`config.mk`:
```
export PLATFORM = sky130hd
export DESIGN_NAME = alignment_mismatch_extractor
export DESIGN_NICKNAME = d
export VERILOG_FILES = /design/src/ame_pkg.sv /design/src/ame_step.sv /design/src/alignment_mismatch_extractor.sv
export SDC_FILE = /design/constraint.sdc
export NUM_CORES = 1
export LEC_CHECK = 0
export BUFFER_PORTS_ARGS = -buffer_cell sky130_fd_sc_hd__buf_4
export CELL_PAD_IN_SITES_DETAIL_PLACEMENT = 1
export CELL_PAD_IN_SITES_GLOBAL_PLACEMENT = 2
export CORE_UTILIZATION = 37
export CTS_CLUSTER_SIZE = 12
export DETAILED_ROUTE_END_ITERATION = 10
export PLACE_DENSITY = 0.89
export SYNTH_ARGS = -nofsm -noshare
export SYNTH_HDL_FRONTEND = slang
export SYNTH_SLANG_ARGS = --single-unit
```
`constraint.sdc`:
```
create_clock -name clk -period 11.5 [get_ports clk]
set_input_delay 1.725 -clock clk [delete_from_list [all_inputs] [get_ports clk]]
set_output_delay 1.725 -clock clk [all_outputs]
set_load 0.03 [all_outputs]
```
`src/ame_pkg.sv`:
```
// ----------------------------------------------------------------------------
// ame_pkg: shared types and constants for the alignment mismatch extractor
// Command and kind codes, the word layouts and the saturation helpers.
// ----------------------------------------------------------------------------
package ame_pkg;

  localparam int OFS_W = 32;
  localparam int LEN_W = 28;
  localparam int POS_W = 32;

  // command codes
  localparam logic [1:0] CMD_START = 2'd0;
  localparam logic [1:0] CMD_MATCH = 2'd1;
  localparam logic [1:0] CMD_OP    = 2'd2;

  // cigar operation kinds on the input side
  localparam logic [1:0] OP_SOFT_CLIP = 2'd0;
  localparam logic [1:0] OP_INSERT    = 2'd1;
  localparam logic [1:0] OP_DELETE    = 2'd2;
  localparam logic [1:0] OP_SKIP      = 2'd3;

  // record kinds on the output side
  localparam logic [1:0] KIND_MISMATCH  = 2'd0;
  localparam logic [1:0] KIND_INSERT    = 2'd1;
  localparam logic [1:0] KIND_DELETE    = 2'd2;
  localparam logic [1:0] KIND_CLIP_SKIP = 2'd3;

  localparam logic [15:0] SAT16 = 16'hFFFF;
  localparam logic [13:0] SAT14 = 14'h3FFF;

  typedef struct packed {
    logic [1:0]       command;
    logic [31:0]      start_position;
    logic [1:0]       ref_base_code;
    logic [1:0]       read_base_code;
    logic [1:0]       op_kind;
    logic [LEN_W-1:0] op_length;
  } item_t;

  typedef struct packed {
    logic [OFS_W-1:0] read_offset;
    logic [OFS_W-1:0] ref_offset;
    logic [OFS_W-1:0] joint_offset;
    logic [30:0]      read_start;
    logic             suppress_read;
  } walk_state_t;

  typedef struct packed {
    logic [POS_W-1:0] ref_position;
    logic [15:0]      read_offset_out;
    logic [15:0]      joint_offset_out;
    logic [1:0]       cigar_kind;
    logic [13:0]      cigar_length;
  } record_t;

  function automatic logic [OFS_W-1:0] sat_add(input logic [OFS_W-1:0] a,
                                               input logic [LEN_W-1:0] b);
    logic [OFS_W:0] s;
    s = {1'b0, a} + {{(OFS_W+1-LEN_W){1'b0}}, b};
    return s[OFS_W] ? {OFS_W{1'b1}} : s[OFS_W-1:0];
  endfunction

  function automatic logic [15:0] sat16(input logic [OFS_W-1:0] a);
    return (|a[OFS_W-1:16]) ? SAT16 : a[15:0];
  endfunction

endpackage

```
`src/ame_step.sv`:
```
// ----------------------------------------------------------------------------
// ame_step: per-word walk logic
// Builds the record for one word from the current offsets and computes the
// offsets and read start that follow it.
// ----------------------------------------------------------------------------
module ame_step
  import ame_pkg::*;
(
  input  item_t       item,
  input  walk_state_t st,
  output walk_state_t st_next,
  output logic        emit,
  output record_t     rec
);

  logic [13:0] len_sat;

  assign len_sat = (|item.op_length[LEN_W-1:14]) ? SAT14 : item.op_length[13:0];

  always_comb begin
    st_next              = st;
    emit                 = 1'b0;
    rec.ref_position     = {1'b0, st.read_start} + st.ref_offset;
    rec.read_offset_out  = sat16(st.read_offset);
    rec.joint_offset_out = sat16(st.joint_offset);
    rec.cigar_kind       = KIND_MISMATCH;
    rec.cigar_length     = 14'd1;

    case (item.command)
      CMD_START: begin
        st_next.read_offset  = '0;
        st_next.ref_offset   = '0;
        st_next.joint_offset = '0;
        // negative start mutes the whole read
        if (item.start_position[31]) begin
          st_next.suppress_read = 1'b1;
          st_next.read_start    = '0;
        end else begin
          st_next.suppress_read = 1'b0;
          st_next.read_start    = item.start_position[30:0];
        end
      end
      CMD_MATCH: begin
        if (!st.suppress_read) begin
          emit                 = (item.ref_base_code != item.read_base_code);
          st_next.read_offset  = sat_add(st.read_offset, LEN_W'(1));
          st_next.ref_offset   = sat_add(st.ref_offset, LEN_W'(1));
          st_next.joint_offset = sat_add(st.joint_offset, LEN_W'(1));
        end
      end
      CMD_OP: begin
        if (!st.suppress_read) begin
          emit                 = 1'b1;
          rec.cigar_length     = len_sat;
          st_next.joint_offset = sat_add(st.joint_offset, item.op_length);
          case (item.op_kind)
            OP_SOFT_CLIP: begin
              rec.cigar_kind      = KIND_CLIP_SKIP;
              st_next.read_offset = sat_add(st.read_offset, item.op_length);
              st_next.ref_offset  = sat_add(st.ref_offset, item.op_length);
            end
            OP_INSERT: begin
              rec.cigar_kind      = KIND_INSERT;
              st_next.read_offset = sat_add(st.read_offset, item.op_length);
            end
            OP_DELETE: begin
              rec.cigar_kind     = KIND_DELETE;
              st_next.ref_offset = sat_add(st.ref_offset, item.op_length);
            end
            default: begin
              rec.cigar_kind     = KIND_CLIP_SKIP;
              st_next.ref_offset = sat_add(st.ref_offset, item.op_length);
            end
          endcase
        end
      end
      default: begin
        // unused command: word is dropped
      end
    endcase
  end

endmodule

```
`src/alignment_mismatch_extractor.sv`:
```
// ----------------------------------------------------------------------------
// alignment_mismatch_extractor: cigar walk with mismatch extraction
// Tracks read, reference and joint offsets of one aligned read and emits a
// record for every mismatch, clip, insertion, deletion or skip.
// ----------------------------------------------------------------------------
//  channel | handshake            | payload
//  --------+----------------------+---------------------------------------------
//  in      | in_valid / in_stall  | command, start_position, ref_base_code,
//          |                      | read_base_code, op_kind, op_length
//  out     | out_valid / out_stall| ref_position, read_offset_out,
//          |                      | joint_offset_out, cigar_kind, cigar_length
//
// one word per cycle unless in_stall is high; a record is valid once its word has passed the word register and the walk
// has loaded the record register: stage 1 registers the word, stage 2 walks the offsets into the record register
// words that make no record (start, matching bases, muted read) leave no bubble
// in_stall rises only while the record register is full and out_stall is high
// rst clears the offsets, the read start, the mute flag and both valid flags
module alignment_mismatch_extractor
  import ame_pkg::*;
(
  input  logic              clk,
  input  logic              rst,
  input  logic              in_valid,
  output logic              in_stall,
  input  logic [1:0]        command,
  input  logic signed [31:0] start_position,
  input  logic [1:0]        ref_base_code,
  input  logic [1:0]        read_base_code,
  input  logic [1:0]        op_kind,
  input  logic [LEN_W-1:0]  op_length,
  output logic              out_valid,
  input  logic              out_stall,
  output logic [POS_W-1:0]  ref_position,
  output logic [15:0]       read_offset_out,
  output logic [15:0]       joint_offset_out,
  output logic [1:0]        cigar_kind,
  output logic [13:0]       cigar_length
);

  item_t       pend;
  logic        pend_valid;
  walk_state_t st;
  walk_state_t st_next;
  logic        emit;
  record_t     rec;
  record_t     out_rec;
  logic        advance;
  logic        in_take;

  assign advance  = pend_valid && (!out_valid || !out_stall);
  assign in_stall = pend_valid && !advance;
  assign in_take  = in_valid && !in_stall;

  ame_step u_step (
    .item    (pend),
    .st      (st),
    .st_next (st_next),
    .emit    (emit),
    .rec     (rec)
  );

  // input word register
  always_ff @(posedge clk) begin
    if (rst) begin
      pend_valid <= 1'b0;
    end else if (in_take) begin
      pend_valid <= 1'b1;
    end else if (advance) begin
      pend_valid <= 1'b0;
    end
  end

  always_ff @(posedge clk) begin
    if (in_take) begin
      pend.command        <= command;
      pend.start_position <= start_position;
      pend.ref_base_code  <= ref_base_code;
      pend.read_base_code <= read_base_code;
      pend.op_kind        <= op_kind;
      pend.op_length      <= op_length;
    end
  end

  // walk state
  always_ff @(posedge clk) begin
    if (rst) begin
      st <= '0;
    end else if (advance) begin
      st <= st_next;
    end
  end

  // record register
  always_ff @(posedge clk) begin
    if (rst) begin
      out_valid <= 1'b0;
    end else if (advance) begin
      out_valid <= emit;
    end else if (out_valid && !out_stall) begin
      out_valid <= 1'b0;
    end
  end

  always_ff @(posedge clk) begin
    if (advance && emit) begin
      out_rec <= rec;
    end
  end

  assign ref_position     = out_rec.ref_position;
  assign read_offset_out  = out_rec.read_offset_out;
  assign joint_offset_out = out_rec.joint_offset_out;
  assign cigar_kind       = out_rec.cigar_kind;
  assign cigar_length     = out_rec.cigar_length;

  a_start_silent: assert property (@(posedge clk) disable iff (rst)
    (advance && pend.command == CMD_START) |=> !out_valid)
    else $error("start word produced a record");

  a_muted_silent: assert property (@(posedge clk) disable iff (rst)
    (advance && st.suppress_read) |=> !out_valid)
    else $error("record emitted while read is muted");

  a_mismatch_len: assert property (@(posedge clk) disable iff (rst)
    (out_valid && cigar_kind == KIND_MISMATCH) |-> cigar_length == 14'd1)
    else $error("mismatch record with length other than one");

  a_joint_ge_read: assert property (@(posedge clk) disable iff (rst)
    out_valid |-> joint_offset_out >= read_offset_out)
    else $error("joint offset behind read offset");

endmodule

```
==> results_dict.tcl, run 1 <==
set metrics [dict create \
    use_met3_pct 2.66 \
    r2r_cells 11 \
    synth_compound_area_share_pct 27.2 \
    core_area_um2 50200 \
    port_buffers 153 \
    min_period_over_period_pct 37.8 \
    routed_wl_mm 63.2 \
    n_fill_cell 5818 \
    status "finished clean" \
    grt_pass1_vias 17900 \
    synthTopCellsByArea "edfxtp_1, dfxtp_1, ha_1" \
    synthTopCellsByCount "a21oi_1, nand2_1, o21ai_0, nor2_1, edfxtp_1" \
    tritoncts "done" \
    synth_top_area_share_pct 23.6 \
    ios 154 \
    cts-htree-levels 2 \
    synth.most_common_cell "a21oi_1" \
    min_period_ps 4350 \
    synth_async_sr_flop_share_pct 0 \
    hold_class "reg2reg" \
    clk_path_buf_depth 3 \
    grt_pass1_wl_mm 99.3 \
    slew_headroom_pct 20.0 \
    tns_ps 0 \
    grt_use_met2_pct 39.0 \
    dp_hpwl_mm 45.8 \
    place.gp.congestion 0.936 \
    crit_path_max_fanout 30 \
    r2r_slack_ps 7150 \
    slew_viol_final 0 \
    max_freq_mhz 230 \
    cts_buffers 36 \
    peakVddDrop_uv 95.2 \
    crit_type "reg2reg" \
    synth_top_family_by_area "compound AO/OA/AOI/OAI gates" \
    critPathCaptureType "flip-flop" \
    synth-simple-area-share_pct 18.7 \
    grt_start_max_net_pins 72 \
    critPathArrivalTime_ps 4740 \
    dieWidth_um 228 \
    antenna_left 0 \
    synthXorXnorAreaFrac_pct 4.74 \
    track_usage_pct 23.7 \
    first_iter_violations 1004 \
    die_area_um2 51900 \
    wl_per_cell_um 21.2 \
    diodes 0 \
    power_leakage_nw 8.48 \
    crit_start "pend[0]" \
    first_pass_iters 5 \
    power_density_nw_per_um2 116 \
    r2r-start "pend[0]" \
    finalSetupViolCount 0 \
    synth_edf_count 148 \
    ys_types 90 \
    cts_hold_buf 0 \
    synthMuxAreaShare_pct 0.246 \
    cts_resized 0 \
    clk_pin_slew_ps 60 \
    route.detailed.drc 0 \
    r2r-end "st[38]" \
    yosysTopAreaCell "edfxtp_1" \
    synth-main-ff-cell "edfxtp_1" \
    grtUsageMet1_pct 32.2 \
    std_cell_rows 82 \
    required_ps 11890 \
    finalClockSkew_ps 19.6 \
    hold_viol 0 \
    synthAdderAreaFrac_pct 8.52 \
    antenna_found_initial 0 \
    maxCapViolCount 0 \
    ys_warn_count 0 \
    synth-seq-cells 278 \
    yosysSeqAreaShare_pct 37.4 \
    syn_to_final_growth_pct 15.6 \
    root_buffer "clkbuf_16" \
    synthCells 2185 \
    busiest_layer "met2" \
    num_vias 17600 \
    grt.overflow.total 0 \
    syn_area_um2 18900 \
    layout-drive-gt1-share_pct 13.1 \
    start_util_pct 37.6 \
    startpoint_type "flip-flop" \
    cts_setup_buffers 0 \
    rsz0062_at_grt "false" \
    syn_avg_cell_area_um2 8.63 \
    via_per_inst 5.90 \
    clk_latency_ps 560 \
    fin_nets 2484 \
    worst_slew_pin_slew_ps 1200 \
    clock_sinks 278 \
    crit_end "st[38]" \
    syn-num-nets 2383 \
    die_h_um 228 \
    utilization_pct 43.4 \
]
[kinds of logic (layout without fill, tap and decap cells)]
logic type | after synthesis | count (layout)
AO/OA/AOI/OAI | 839 | 839
AND/OR/NAND/NOR | 681 | 681
flip-flops | 278 | 278
buffers and inverters | 155 | 284
adder cells (fa/ha/maj) | 126 | 126
XOR/XNOR | 102 | 102
multiplexers | 4 | 4
[per-stage QoR]
step / hold WS, ps / total power, mW / setup slack (ps) / cells / cell area (um2)
after floorplan: 456 / 1.26 / 2680 / 2185 / 18900
after global placement: 479 / 1.35 / 6790 / 2920 / 20600
after detailed placement: 493 / 1.36 / 6680 / 2920 / 20600
after CTS: 510 / 2.55 / 7210 / 2986 / 21800
after global routing: 538 / 2.60 / 6930 / 2986 / 21800
final: 506 / 2.52 / 7150 / 2986 / 21800
[cell type report]
class | instances | area, um2 | share of cell area (%)
inverters | 46 | 173 | 0.792
clock inverters | 22 | 251 | 1.15
clock buffers | 44 | 972 | 4.46
repair buffers | 172 | 1290 | 5.92
multi-input cells | 1752 | 11200 | 51.5
well taps | 672 | 841 | 3.86
flip-flops and latches | 278 | 7050 | 32.3
[critical path, cell delays in order (launching register included)]
cell       delay [ps]
edfxtp_1          540
ha_1              300
fa_1              410
a21o_1            200
a21oi_1           290
o21ai_1           180
a21boi_1          340
o2111ai_1         330
a311o_1           510
and2_1            580
o21ai_0           380
a21oi_1           100
[state kept, by name, summed over array words and instances (netlist names)]
name	count
pend_valid	1
st	128
read_offset_out	16
cigar_kind	2
cigar_length	14
joint_offset_out	16
out_valid	1
ref_position	32
pend	68
[routing by layer]
metal	routed length (um)	vias up
met4	1660	0
li1	-	8408
met3	2500	96
met1	29500	8754
met5	0	-
met2	29500	368
[worst min-delay path by stage]
stage,startpoint,endpoint,slack [ps],cells after the start
floorplan,st[0],st[0],460,2
global placement,st[18],st[18],480,2
detailed placement,st[1],st[1],490,2
CTS,st[22],st[22],510,2
global route,st[19],st[19],540,2
finish,st[19],st[19],510,2
[layout by cell type (no fill, tap or decap), drive strengths merged, types with 9 or more instances in the layout]
cell type / count
a211oi: 29
a21boi: 9
a21o: 49
a21oi: 280
a221oi: 13
a22oi: 38
a31oi: 41
and2: 20
and3: 38
buf: 172
clkbuf: 44
clkinv: 13
dfxtp: 130
edfxtp: 148
ha: 122
inv: 48
nand2: 183
nand2b: 22
nand3: 56
nand4: 30
nor2: 158
nor2b: 18
nor3: 34
nor3b: 35
nor4: 21
o211ai: 16
o21a: 15
o21ai: 225
o21bai: 22
o22ai: 18
o31ai: 21
or2: 37
or3: 9
xnor2: 63
xor2: 39
[power by group]
part | switching [mW] | internal, mW | total [mW]
registers | 0.0326 | 1.08 | 1.11
clock network | 0.464 | 0.718 | 1.18
logic | 0.145 | 0.0871 | 0.232
(Power assumes the default switching activity.)
==> run 2, diff against run 1 <==
Settings changed: CORE_UTILIZATION 37 to 34, PLACE_DENSITY 0.89 to 0.86.
Clock period 11.5 ns to 3.6 ns, I/O delays scaled along.
==> run 2 against run 1 <==
Clock-buffer cell count is 5 higher. Worst hold slack worse by 360 ps. First-iteration DRC count is 19% higher. Utilization is 2.1 points lower. Design area is 3.1% higher. Non-clock buffer count is 52 higher. Combinational power grew to 3.4 times the previous value. Fmax is 28% higher. Die area is 8.7% higher. Routed wire length is 4.3% higher. Clock power grew to 3.4 times the previous value. Sequential share of layout area is 0.97 points lower. Critical endpoint is now st[92].
==> results_dict.tcl, run 2 (same netlist as run 1, synthesis figures left out) <==
set metrics [dict create \
    status "finished clean" \
    hold_class "in2reg" \
    first_pass_iters 7 \
    p_sw_share_pct 25.5 \
    clk_pin_slew_ps 60 \
    layout-drive-gt1-share_pct 15.3 \
    die_h_um 237 \
    cts_buffers 38 \
    ios 154 \
    grt_start_max_net_pins 100 \
    holdPathStages 1 \
    crit_path_max_fanout 6 \
    place.gp.congestion 0.936 \
    critPathArrivalTime_ps 3880 \
    crit_type "reg2reg" \
    die_area_um2 56400 \
    track_usage_pct 23.0 \
    routed_wl_mm 65.9 \
    regMostFlops "st" \
    final_cell_mix "a21oi_1, buf_4, nand2_1" \
    preCtsSetupSlack_ps 92.1 \
    p_sw_mw 2.13 \
    syn_to_final_growth_pct 19.2 \
    crit_slowest_cell "edfxtp_1" \
    largest_reg_flops 128 \
    clock_sinks 278 \
    hold-path-endpoint "pend[35]" \
    finalSetupViolCount 0 \
    min_period_over_period_pct 94.6 \
    crit_buf_inv 1 \
    worst_path_largest_cell_delay_ps 770 \
    dieWidth_um 237 \
    setup_slack_ps 194 \
    start_util_pct 34.7 \
    dp_hpwl_mm 48.8 \
    slew_headroom_pct 27.6 \
    crit_path_frequent_cell "o211ai_1" \
    clk_latency_ps 570 \
    r2r-start "pend[14]" \
    rsz0062_at_grt "true" \
    min_period_ps 3410 \
    fin_nets 2538 \
    crit_chain "ha_2 -> a211oi_1 -> o211ai_1 -> nor3_1 -> buf_4 -> o21ai_2 -> o211ai_1 -> a21oi_1 -> mux2_4 -> nor4_4" \
    pwr-share-clk_pct 48.2 \
    std_cell_rows 85 \
    comb_power_share_pct 9.5 \
    startpoint_type "flip-flop" \
    mostFrequentLayoutCell "a21oi_1" \
    cts-htree-levels 2 \
    crit_cells 10 \
    critPathCaptureType "flip-flop" \
    antenna_left 0 \
    worst_slew_pin_slew_ps 1090 \
    r2r_slack_ps 190 \
    via_per_inst 5.74 \
    finalClockSkew_ps 28.5 \
    wl_per_cell_um 21.2 \
    r2r_cells 10 \
    slew_viol_final 0 \
    port_buffers 153 \
    grt_pass1_wl_mm 103 \
    hp-start "start_position[1]" \
    fin_hold_ws_ps 142 \
    grt.overflow.total 0 \
    required_ps 4080 \
    first_iter_violations 1194 \
    clk_path_buf_depth 3 \
    num_vias 17800 \
    hold_viol 0 \
    antenna_found_initial 1 \
    core_area_um2 54300 \
    crit_family "compound AO/OA/AOI/OAI gates" \
    power_leakage_nw 8.81 \
    seq_power_share_pct 42.3 \
    power_density_nw_per_um2 371 \
    internal_power_mw 6.21 \
    p_total_mw 8.33 \
    maxCapViolCount 0 \
    n_fill_cell 6280 \
    max_freq_mhz 294 \
    tritoncts "done" \
    diodes 0 \
    r2r-end "st[92]" \
    root_buffer "clkbuf_16" \
    grt_pass1_vias 18300 \
    peakVddDrop_uv 316 \
    route.detailed.drc 0 \
]
[run 2: changes by cell type in the layout (fill, tap and decap cells not counted), sizes merged]
cell      previous run  this run
buf                172       224
clkinv              13        11
clkinvlp             2         3
clkbuf              44        49
bufinv               5         6
inv                 48        47
[run 2: repair_timing]
| action | 4_1_cts | 5_1_grt |
|---|---|---|
| setup buffers | 0 | 4 |
| setup endpoints to repair | 0 | 27 |
| hold buffers | 0 | 0 |
| resized for setup | 0 | 8 |
[run 2: power by group through the flow]
stage	Clock, mW	Sequential [mW]	Combinational, mW
after floorplan	0	3.59	0.444
after global placement	0	3.59	0.758
after detailed placement	0	3.59	0.780
after CTS	4.11	3.52	0.784
after global routing	4.20	3.53	0.863
final	4.02	3.52	0.794
[run 2: per-layer routing]
metal / part of all wire [%] / up-vias / global-route usage, %
li1: - / 8544 / -
met1: 46 / 8859 / 30.6
met2: 47 / 344 / 38.3
met3: 4.5 / 88 / 3.81
met4: 2.5 / 0 / 6.80
met5: 0 / - / 0
[run 2: area by class of cell]
class                   count  area (um2)  area share, %
well taps                 739         925           4.11
flip-flops and latches    278        7050           31.4
inverters                  46         174          0.774
repair buffers            224        1740           7.76
clock inverters            21         279           1.24
clock buffers              49        1030           4.60
multi-input cells        1752       11300           50.2
[run 2: worst max-delay path by stage]
stage	start	endpoint	slack [ps]
after global placement	pend[0]	st[126]	200
final	pend[14]	st[92]	190
after floorplan	pend[66]	cigar_kind[0]	0.08
after global routing	pend[13]	st[81]	-20
after CTS	pend[1]	st[82]	90
after detailed placement	pend[1]	st[82]	90
[run 2: worst register-to-register path: stages, from the launching register on]
cell,delay (ps)
edfxtp_1,770
ha_2,450
a211oi_1,400
o211ai_1,180
nor3_1,190
buf_4,160
o21ai_2,90
o211ai_1,360
a21oi_1,210
mux2_4,350
nor4_4,180
[run 2: stage by stage]
step / util (%) / setup TNS, ps / cells / area [um2]
finish: 41.3 / 0 / 3109 / 22500
floorplan: - / 0 / 2185 / 18900
global route: 41.3 / -30.7 / 3109 / 22500
global placement: 38.8 / 0 / 3035 / 21100
CTS: 41.2 / 0 / 3105 / 22400
detailed placement: 38.8 / 0 / 3035 / 21100
